[config.mk]
export PLATFORM = sky130hd
export DESIGN_NAME = sensor_ring_query_engine_unit
export DESIGN_NICKNAME = d
export VERILOG_FILES = /design/src/design/srqe_pkg.sv /design/src/design/sensor_ring_query_engine_unit.sv /design/src/design/srqe_datapath.sv /design/src/design/srqe_controller.sv
export SDC_FILE = /design/constraint.sdc
export NUM_CORES = 1
export LEC_CHECK = 0
export ABC_CLOCK_PERIOD_IN_PS = 4550
export BUFFER_PORTS_ARGS = -buffer_cell sky130_fd_sc_hd__buf_2
export CORE_ASPECT_RATIO = 1.25
export CORE_MARGIN = 10
export CORE_UTILIZATION = 55
export DETAILED_ROUTE_END_ITERATION = 8
export PLACE_DENSITY = 0.72
export RECOVER_POWER = 25
export SLEW_MARGIN = 20
export SYNTH_ARGS = -nofsm -noshare
export SYNTH_HDL_FRONTEND = slang
export SYNTH_SLANG_ARGS = --single-unit
[constraint.sdc]
create_clock -name clk -period 4.55 [get_ports clk]
set_clock_uncertainty 0.15 [all_clocks]
set_input_delay 0 -clock clk [delete_from_list [all_inputs] [get_ports clk]]
set_output_delay 0 -clock clk [all_outputs]
set_load 0.01 [all_outputs]
[src/design/srqe_pkg.sv]
`timescale 1ns / 1ps
// ----------------------------------------------------------------------------
// srqe_pkg
// Shared types, codes and sizes of the sensor ring query engine.
// ----------------------------------------------------------------------------
package srqe_pkg;

    localparam int RING_DEPTH = 11;
    localparam int IDX_W      = (RING_DEPTH > 1) ? $clog2(RING_DEPTH) : 1;
    localparam int CNT_W      = $clog2(RING_DEPTH + 1);
    localparam int DIV_STEPS  = 32;
    localparam int STEP_W     = $clog2(DIV_STEPS);

    typedef enum logic [1:0] {
        CMD_SAMPLE_A = 2'd0,
        CMD_SAMPLE_B = 2'd1,
        CMD_SAMPLE_C = 2'd2,
        CMD_REQUEST  = 2'd3
    } command_t;

    localparam logic [7:0] CODE_NEWEST_A = 8'hA0;
    localparam logic [7:0] CODE_NEWEST_B = 8'hA1;
    localparam logic [7:0] CODE_NEWEST_C = 8'hA2;
    localparam logic [7:0] CODE_MEAN_A   = 8'hA3;
    localparam logic [7:0] CODE_MEAN_B   = 8'hA4;
    localparam logic [7:0] CODE_MEAN_C   = 8'hA5;

    typedef enum logic [1:0] {
        RING_A = 2'd0,
        RING_B = 2'd1,
        RING_C = 2'd2
    } ring_sel_t;

    typedef enum logic [1:0] {
        SRC_ZERO   = 2'd0,
        SRC_NEWEST = 2'd1,
        SRC_QUOT   = 2'd2
    } out_src_t;

    typedef struct packed {
        logic [1:0]  command;
        logic [31:0] sample_value;
        logic [7:0]  request_code;
    } req_word_t;

    typedef struct packed {
        logic [7:0]  echoed_code;
        logic [31:0] payload;
        logic        known_request;
    } rsp_word_t;

    typedef struct packed {
        logic     sample_wr;
        logic     load_req;
        logic     rd_newest;
        logic     rd_walk;
        logic     acc;
        logic     div_load;
        logic     div_step;
        logic     out_load;
        out_src_t out_src;
    } ctl_cmd_t;

    typedef struct packed {
        logic known;
        logic is_mean;
        logic rd_zero;
        logic cnt_zero;
        logic cnt_last;
        logic div_last;
    } dp_status_t;

endpackage

[src/design/sensor_ring_query_engine_unit.sv]
`timescale 1ns / 1ps
// ----------------------------------------------------------------------------
// sensor_ring_query_engine_unit
// Three sample rings answering newest-sample and truncated-mean requests.
// ----------------------------------------------------------------------------
//  channel | valid      | stall      | word
//  request | req_valid  | req_stall  | req_word (command, sample_value, request_code)
//  result  | rsp_valid  | rsp_stall  | rsp_word (echoed_code, payload, known_request)
//
//  Sample word: written when accepted, no result, next word accepted right after.
//  Unknown code: result offered from DECODE with no ring read; newest sample: after a ring read.
//  Mean: a CHECK and a READ state per ring entry walked, then a 32-step radix-2 divider.
//  Reset clears rings through per-entry valid bits; no clearing pass.
//  Requests hold req_stall high until the result word is taken.
// ----------------------------------------------------------------------------
module sensor_ring_query_engine_unit (
    input  logic                clk,
    input  logic                rst_n,
    input  logic                req_valid,
    output logic                req_stall,
    input  srqe_pkg::req_word_t req_word,
    output logic                rsp_valid,
    input  logic                rsp_stall,
    output srqe_pkg::rsp_word_t rsp_word
);

    srqe_pkg::ctl_cmd_t   cmd;
    srqe_pkg::dp_status_t status;
    logic                 req_is_request;

    assign req_is_request = (srqe_pkg::command_t'(req_word.command) == srqe_pkg::CMD_REQUEST);

    srqe_controller u_ctrl (
        .clk            (clk),
        .rst_n          (rst_n),
        .req_valid      (req_valid),
        .req_is_request (req_is_request),
        .req_stall      (req_stall),
        .rsp_valid      (rsp_valid),
        .rsp_stall      (rsp_stall),
        .cmd            (cmd),
        .status         (status)
    );

    srqe_datapath u_dp (
        .clk      (clk),
        .rst_n    (rst_n),
        .req_word (req_word),
        .cmd      (cmd),
        .status   (status),
        .rsp_word (rsp_word)
    );

`ifndef SYNTHESIS
    a_busy_while_result: assert property (@(posedge clk) disable iff (!rst_n)
        rsp_valid |-> req_stall)
        else $error("request accepted while result pending");

    a_unknown_zero: assert property (@(posedge clk) disable iff (!rst_n)
        (rsp_valid && !rsp_word.known_request) |-> (rsp_word.payload == 32'd0))
        else $error("unknown code with nonzero payload");

    a_request_busy: assert property (@(posedge clk) disable iff (!rst_n)
        (req_valid && !req_stall && req_is_request) |=> req_stall)
        else $error("not busy after request");
`endif

endmodule

[src/design/srqe_datapath.sv]
`timescale 1ns / 1ps
// ----------------------------------------------------------------------------
// srqe_datapath
// Sample rings, read port, mean accumulator, radix-2 divider, result register.
// ----------------------------------------------------------------------------
module srqe_datapath (
    input  logic                clk,
    input  logic                rst_n,
    input  srqe_pkg::req_word_t req_word,
    input  srqe_pkg::ctl_cmd_t  cmd,
    output srqe_pkg::dp_status_t status,
    output srqe_pkg::rsp_word_t rsp_word
);

    logic [7:0]  ring_a_mem [srqe_pkg::RING_DEPTH];
    logic [7:0]  ring_b_mem [srqe_pkg::RING_DEPTH];
    logic [31:0] ring_c_mem [srqe_pkg::RING_DEPTH];

    logic [srqe_pkg::RING_DEPTH-1:0] valid_a_reg, valid_b_reg, valid_c_reg;
    logic [srqe_pkg::IDX_W-1:0]      widx_a_reg, widx_b_reg, widx_c_reg;

    logic [7:0]  rdata_a_reg, rdata_b_reg;
    logic [31:0] rdata_c_reg;
    logic        rvalid_a_reg, rvalid_b_reg, rvalid_c_reg;

    logic [7:0]                 code_reg;
    srqe_pkg::ring_sel_t        sel_reg;
    logic                       known_reg;
    logic                       mean_reg;
    logic [31:0]                sum_reg;
    logic [srqe_pkg::CNT_W-1:0] cnt_reg;
    logic [31:0]                quo_reg;
    logic [srqe_pkg::CNT_W-1:0] rem_reg;
    logic [srqe_pkg::STEP_W-1:0] step_reg;
    srqe_pkg::rsp_word_t        rsp_reg;

    logic [srqe_pkg::IDX_W-1:0] widx_sel;
    logic [srqe_pkg::IDX_W-1:0] newest_idx;
    logic [srqe_pkg::IDX_W-1:0] rd_addr;
    logic [31:0]                rd_value;
    logic [7:0]                 code_in;
    logic                       known_in;
    logic                       mean_in;
    logic [7:0]                 sel_off;
    logic [srqe_pkg::CNT_W:0]   rem_sh;
    logic                       fits;

    function automatic logic [srqe_pkg::IDX_W-1:0] advance(
        input logic [srqe_pkg::IDX_W-1:0] idx
    );
        logic [srqe_pkg::IDX_W-1:0] r;
        if (idx == srqe_pkg::IDX_W'(srqe_pkg::RING_DEPTH - 1))
            r = '0;
        else
            r = idx + srqe_pkg::IDX_W'(1);
        return r;
    endfunction

    assign code_in  = req_word.request_code;
    assign known_in = (code_in >= srqe_pkg::CODE_NEWEST_A) && (code_in <= srqe_pkg::CODE_MEAN_C);
    assign mean_in  = (code_in >= srqe_pkg::CODE_MEAN_A);
    assign sel_off  = mean_in ? (code_in - srqe_pkg::CODE_MEAN_A)
                              : (code_in - srqe_pkg::CODE_NEWEST_A);

    always_comb
    begin
        case (sel_reg)
            srqe_pkg::RING_A: widx_sel = widx_a_reg;
            srqe_pkg::RING_B: widx_sel = widx_b_reg;
            srqe_pkg::RING_C: widx_sel = widx_c_reg;
            default:          widx_sel = widx_c_reg;
        endcase
    end

    assign newest_idx = (widx_sel == '0) ? srqe_pkg::IDX_W'(srqe_pkg::RING_DEPTH - 1)
                                         : widx_sel - srqe_pkg::IDX_W'(1);
    assign rd_addr    = cmd.rd_newest ? newest_idx : cnt_reg[srqe_pkg::IDX_W-1:0];

    always_comb
    begin
        case (sel_reg)
            srqe_pkg::RING_A: rd_value = rvalid_a_reg ? {24'd0, rdata_a_reg} : 32'd0;
            srqe_pkg::RING_B: rd_value = rvalid_b_reg ? {24'd0, rdata_b_reg} : 32'd0;
            srqe_pkg::RING_C: rd_value = rvalid_c_reg ? rdata_c_reg : 32'd0;
            default:          rd_value = 32'd0;
        endcase
    end

    assign rem_sh = {rem_reg, quo_reg[31]};
    assign fits   = (rem_sh >= {1'b0, cnt_reg});

    // ring storage
    always_ff @(posedge clk)
    begin
        if (cmd.sample_wr)
        begin
            case (srqe_pkg::command_t'(req_word.command))
                srqe_pkg::CMD_SAMPLE_A: ring_a_mem[widx_a_reg] <= req_word.sample_value[7:0];
                srqe_pkg::CMD_SAMPLE_B: ring_b_mem[widx_b_reg] <= req_word.sample_value[7:0];
                srqe_pkg::CMD_SAMPLE_C: ring_c_mem[widx_c_reg] <= req_word.sample_value;
                default: ;
            endcase
        end
        if (cmd.rd_newest || cmd.rd_walk)
        begin
            rdata_a_reg <= ring_a_mem[rd_addr];
            rdata_b_reg <= ring_b_mem[rd_addr];
            rdata_c_reg <= ring_c_mem[rd_addr];
        end
    end

    always_ff @(posedge clk or negedge rst_n)
    begin
        if (!rst_n)
        begin
            valid_a_reg  <= '0;
            valid_b_reg  <= '0;
            valid_c_reg  <= '0;
            widx_a_reg   <= '0;
            widx_b_reg   <= '0;
            widx_c_reg   <= '0;
            rvalid_a_reg <= 1'b0;
            rvalid_b_reg <= 1'b0;
            rvalid_c_reg <= 1'b0;
        end
        else
        begin
            if (cmd.sample_wr)
            begin
                case (srqe_pkg::command_t'(req_word.command))
                    srqe_pkg::CMD_SAMPLE_A:
                    begin
                        valid_a_reg[widx_a_reg] <= 1'b1;
                        widx_a_reg              <= advance(widx_a_reg);
                    end
                    srqe_pkg::CMD_SAMPLE_B:
                    begin
                        valid_b_reg[widx_b_reg] <= 1'b1;
                        widx_b_reg              <= advance(widx_b_reg);
                    end
                    srqe_pkg::CMD_SAMPLE_C:
                    begin
                        valid_c_reg[widx_c_reg] <= 1'b1;
                        widx_c_reg              <= advance(widx_c_reg);
                    end
                    default: ;
                endcase
            end
            if (cmd.rd_newest || cmd.rd_walk)
            begin
                rvalid_a_reg <= valid_a_reg[rd_addr];
                rvalid_b_reg <= valid_b_reg[rd_addr];
                rvalid_c_reg <= valid_c_reg[rd_addr];
            end
        end
    end

    // request, accumulator, divider, result
    always_ff @(posedge clk)
    begin
        if (cmd.load_req)
        begin
            code_reg  <= code_in;
            known_reg <= known_in;
            mean_reg  <= mean_in;
            sel_reg   <= srqe_pkg::ring_sel_t'(sel_off[1:0]);
            sum_reg   <= 32'd0;
            cnt_reg   <= '0;
        end
        else if (cmd.acc)
        begin
            sum_reg <= sum_reg + rd_value;
            cnt_reg <= cnt_reg + srqe_pkg::CNT_W'(1);
        end
        if (cmd.div_load)
        begin
            quo_reg  <= sum_reg;
            rem_reg  <= '0;
            step_reg <= '0;
        end
        else if (cmd.div_step)
        begin
            quo_reg  <= {quo_reg[30:0], fits};
            rem_reg  <= fits ? srqe_pkg::CNT_W'(rem_sh - {1'b0, cnt_reg})
                             : rem_sh[srqe_pkg::CNT_W-1:0];
            step_reg <= step_reg + srqe_pkg::STEP_W'(1);
        end
        if (cmd.out_load)
        begin
            rsp_reg.echoed_code   <= code_reg;
            rsp_reg.known_request <= known_reg;
            case (cmd.out_src)
                srqe_pkg::SRC_NEWEST: rsp_reg.payload <= rd_value;
                srqe_pkg::SRC_QUOT:   rsp_reg.payload <= quo_reg;
                default:              rsp_reg.payload <= 32'd0;
            endcase
        end
    end

    assign status.known    = known_reg;
    assign status.is_mean  = mean_reg;
    assign status.rd_zero  = (rd_value == 32'd0);
    assign status.cnt_zero = (cnt_reg == '0);
    assign status.cnt_last = (cnt_reg == srqe_pkg::CNT_W'(srqe_pkg::RING_DEPTH - 1));
    assign status.div_last = (step_reg == srqe_pkg::STEP_W'(srqe_pkg::DIV_STEPS - 1));
    assign rsp_word        = rsp_reg;

endmodule

[src/design/srqe_controller.sv]
`timescale 1ns / 1ps
// ----------------------------------------------------------------------------
// srqe_controller
// Sequencer for sample writes, ring reads, mean walk, division and handoff.
// ----------------------------------------------------------------------------
module srqe_controller (
    input  logic                 clk,
    input  logic                 rst_n,
    input  logic                 req_valid,
    input  logic                 req_is_request,
    output logic                 req_stall,
    output logic                 rsp_valid,
    input  logic                 rsp_stall,
    output srqe_pkg::ctl_cmd_t   cmd,
    input  srqe_pkg::dp_status_t status
);

    typedef enum logic [2:0] {
        ST_IDLE,
        ST_DECODE,
        ST_LOAD_NEW,
        ST_CHECK,
        ST_READ,
        ST_DIV_LOAD,
        ST_DIV,
        ST_FINISH
    } state_t;

    typedef enum logic {
        PH_WORK,
        PH_OUT
    } phase_t;

    state_t state_reg, state_next;
    phase_t phase_reg, phase_next;
    logic   req_stall_reg, req_stall_next;
    logic   rsp_valid_reg, rsp_valid_next;

    always_comb
    begin
        state_next     = state_reg;
        phase_next     = phase_reg;
        req_stall_next = req_stall_reg;
        rsp_valid_next = rsp_valid_reg;
        cmd            = '0;
        cmd.out_src    = srqe_pkg::SRC_ZERO;

        if (phase_reg == PH_OUT)
        begin
            if (!rsp_stall)
            begin
                phase_next     = PH_WORK;
                state_next     = ST_IDLE;
                rsp_valid_next = 1'b0;
                req_stall_next = 1'b0;
            end
        end
        else
        begin
            case (state_reg)
                ST_IDLE:
                begin
                    if (req_valid)
                    begin
                        if (req_is_request)
                        begin
                            cmd.load_req   = 1'b1;
                            state_next     = ST_DECODE;
                            req_stall_next = 1'b1;
                        end
                        else
                            cmd.sample_wr = 1'b1;
                    end
                end
                ST_DECODE:
                begin
                    if (!status.known)
                    begin
                        cmd.out_load   = 1'b1;
                        phase_next     = PH_OUT;
                        rsp_valid_next = 1'b1;
                    end
                    else if (status.is_mean)
                    begin
                        cmd.rd_walk = 1'b1;
                        state_next  = ST_CHECK;
                    end
                    else
                    begin
                        cmd.rd_newest = 1'b1;
                        state_next    = ST_LOAD_NEW;
                    end
                end
                ST_LOAD_NEW:
                begin
                    cmd.out_load   = 1'b1;
                    cmd.out_src    = srqe_pkg::SRC_NEWEST;
                    phase_next     = PH_OUT;
                    rsp_valid_next = 1'b1;
                end
                ST_CHECK:
                begin
                    if (!status.rd_zero)
                    begin
                        cmd.acc    = 1'b1;
                        state_next = status.cnt_last ? ST_DIV_LOAD : ST_READ;
                    end
                    else if (status.cnt_zero)
                    begin
                        cmd.out_load   = 1'b1;
                        phase_next     = PH_OUT;
                        rsp_valid_next = 1'b1;
                    end
                    else
                        state_next = ST_DIV_LOAD;
                end
                ST_READ:
                begin
                    cmd.rd_walk = 1'b1;
                    state_next  = ST_CHECK;
                end
                ST_DIV_LOAD:
                begin
                    cmd.div_load = 1'b1;
                    state_next   = ST_DIV;
                end
                ST_DIV:
                begin
                    cmd.div_step = 1'b1;
                    if (status.div_last)
                        state_next = ST_FINISH;
                end
                ST_FINISH:
                begin
                    cmd.out_load   = 1'b1;
                    cmd.out_src    = srqe_pkg::SRC_QUOT;
                    phase_next     = PH_OUT;
                    rsp_valid_next = 1'b1;
                end
                default:
                begin
                    state_next     = ST_IDLE;
                    req_stall_next = 1'b0;
                end
            endcase
        end
    end

    always_ff @(posedge clk or negedge rst_n)
    begin
        if (!rst_n)
        begin
            state_reg     <= ST_IDLE;
            phase_reg     <= PH_WORK;
            req_stall_reg <= 1'b0;
            rsp_valid_reg <= 1'b0;
        end
        else
        begin
            state_reg     <= state_next;
            phase_reg     <= phase_next;
            req_stall_reg <= req_stall_next;
            rsp_valid_reg <= rsp_valid_next;
        end
    end

    assign req_stall = req_stall_reg;
    assign rsp_valid = rsp_valid_reg;

endmodule

==> key figures <==
Status
  – Status: finished, violations left
  – Failing checks: max-capacitance violations, max-slew violations

Worst setup path
  – Type of the worst setup path: flip-flop to flip-flop
  – Worst path arrival time: 4430 ps
  – Crit end category: flip-flop
  – Worst Path Required: 4880 ps
  – CP startpoint kind: flip-flop
  – Crit Path Max Fanout: 30

Layout
  – Max reg flops: 352
  – Top flop regs: u_dp.ring_c_mem x352, u_dp.ring_a_mem x88, u_dp.ring_b_mem x88
  – Commonest non-fill, non-tap cell in the layout: edfxtp_1
  – Antenna Cells: 0
  – Register area: 0.0221 mm²
  – Layout Nets: 2264
  – Top reg by flops: u_dp.ring_c_mem
  – Share of layout cells above drive strength 1: 0.183
  – Multi-input logic area: 0.00914 mm²
  – Final Util: 0.631
  – # fillers: 4036
  – Most frequent cells in the layout: edfxtp_1 (661), nor2_1 (144), nand2_1 (114)
  – Synth-to-layout area growth: 13.8%

CTS
  – Reg clk slew, reported paths: 60 ps
  – Total CTS buffers: about 70
  – Setup bufs post-CTS: 0
  – Cell chosen for the clock root: clkbuf_16
  – Clk sinks: 760
  – Clk_lat worst skew: 620 ps
  – Resized Gates After CTS: 0
  – CTS tree: yes
  – H-Tree Level Count: 3
  – Hold Buf Count CTS: 53
  – Clock buffer depth: 3

Synthesis
  – Mapped Avg Cell Area: 15.7 µm²
  – Yosys top cell area share: 0.626
  – Largest cells by area after synthesis: edfxtp_1 (63%), mux4_2 (7.2%), dfrtp_1 (4.3%)
  – Area leader, netlist: edfxtp_1
  – Number of distinct library cells after synthesis: 70
  – YS warnings: 0
  – Post-synth EDFFs: approximately 660
  – Syn nets: 2107
  – Top_reg_cell synth: edfxtp_1
  – Mapped Area: between 0.03 and 0.04 mm²
  – Number of synthesized register bits: 760
  – Post-synth ARST share: 0.0711
  – Post-Syn Instances: 2013
  – Post-synthesis sequential area ratio: 0.697

STA
  – Clock period minus worst slack: between 4000 and 5000 ps
  – Final setup viols: 0
  – Actual slew at the worst max-slew pin: ~1600 ps
  – Hold Fails Final Rpt: 0
  – Count of pins over their slew limit: 102
  – Final worst-path cycle share: 0.900
  – Fin Hold WS: 85.2 ps
  – F_max: approximately 0.24 GHz
  – Fin Setup TNS: 0 ps
  – Slew HR: -0.0610
  – RSZ-0062 raised after global routing: no

Run
  – Max Cap Violations: 3

Die
  – Core area: 0.0571 mm²
  – Die extent in x: 235 µm
  – Die area: about 0.068 mm²
  – Row count: 98
  – Die Y: 288 µm
  – Initial Utilization: 0.555
  – Io pins: 89

Power and ir drop
  – Power Dens Cells: around 570 mW/mm²
  – Pwr Total: 20.5 mW
  – Leak: 12.6 nW
  – Worst vdd ir: 0.000393 V

GRT
  – Grt ovf: 0
  – First-pass GRT wire length: 108000 µm
  – Number of global-route vias before repair: 18301
  – Largest net degree at the start of global routing: approximately 110
  – Gr usage total: 0.204
  – Initial antenna violation count: 1

Route
  – DRC violation count after routing: 0
  – WL final: 69900 µm
  – Post-DR wirelength/cell: 23.5 µm
  – Vias: approximately 18000
  – DRT Pass-1 Iters: 6
  – Initial DRC Count: 1712
  – Final ANT Viol Nets: 0
  – Via/cell ratio: slightly above 6

Place
  – PortBufs: 88
  – Post-DP HPWL: 42200 µm
  – Final Wtd Congestion: approximately 0.88

Worst hold path
  – Worst min path class: input pin to flip-flop
-- Yosys cell counts (29+ instances only) --
master      n
edfxtp_1  661
nor2_1    152
nand2_1   115
mux2i_1   106
a21oi_1   105
mux4_2    102
clkbuf_1   70
a211oi_1   55
dfrtp_1    54
o21ai_0    52
ha_1       46
dfxtp_1    45
a22oi_1    39
or2_2      35
inv_1      32
mux2_2     32
xnor2_1    29
-- layer usage --
metal	vias to the layer above	part of all wire	track usage
li1	8133	-	-
met5	-	0.00019	0
met2	630	0.50	0.346
met3	134	0.059	0.0300
met1	9145	0.41	0.265
met4	2	0.030	0.0777
-- area by class of cell --
class / count / share of cell area
repair buffers: 189 / 0.0393
clock inverters: 46 / 0.0122
clock buffers: 85 / 0.0530
inverters: 33 / 0.00343
well taps: 750 / 0.0260
multi-input cells: 1114 / 0.253
flip-flops and latches: 760 / 0.613
-- logic make-up after synthesis --
| logic type | after synthesis | share of synthesized area |
|---|---|---|
| AOI/OAI and AO/OA | 336 | 0.0695 |
| xor gates and xnor gates | 37 | 0.0102 |
| adders and majority gates | 48 | 0.0194 |
| buffers and inverters | 139 | 0.0184 |
| DFF | 760 | 0.697 |
| muxes | 240 | 0.117 |
| and+or+nand+nor | 453 | 0.0678 |
-- worst paths after layout --
check                                           start                               to  slack (ps)  cells after the start
setup / recovery            u_dp.sel_reg[0]$_DFFE_PP_    u_dp.sum_reg[31]$_SDFFE_PP0P_         450                     13
max in group asynchronous                       rst_n   u_dp.widx_b_reg[2]$_DFFE_PN0P_        3220                      4
hold / removal                              rsp_stall     u_ctrl.rsp_valid$_DFFE_PN0P_          90                      3
min in group asynchronous                       rst_n  u_dp.valid_b_reg[2]$_DFFE_PN0P_         470                      4
setup reg to reg            u_dp.sel_reg[0]$_DFFE_PP_    u_dp.sum_reg[31]$_SDFFE_PP0P_         450                     13
hold reg to reg            u_dp.code_reg[1]$_DFFE_PP_      u_dp.rsp_word[34]$_DFFE_PP_         270                      0
-- stage by stage --
| stage | cell area (µm²) | cells | setup slack, ps |
|---|---|---|---|
| floorplan | 31700 | 2013 | 357 |
| global placement | 33200 | 2793 | 618 |
| detailed placement | 33200 | 2793 | 518 |
| CTS | 36100 | 2977 | 481 |
| global route | 36100 | 2977 | 75.5 |
| finish | 36100 | 2977 | 454 |
-- where the power goes --
| group | internal, mW | switching [mW] |
|---|---|---|
| combinational | 2.37 | 3.13 |
| clock | 3.38 | 2.55 |
| sequential | 8.48 | 0.631 |
| total | 14.2 | 6.31 |
-- critical path: stages, from the launching register on --
cell and delay, ps:
edfxtp_1 550, and3b_1 390, buf_4 320, and2_1 170, ha_1 280, a21oi_1 250
o21bai_1 120, a21o_1 200, a21o_1 170, a2111oi_0 720, o21ai_0 190, o311ai_0 140
o311ai_1 170, mux2i_1 140
No activity file was read; power rests on OpenSTA's default activity.
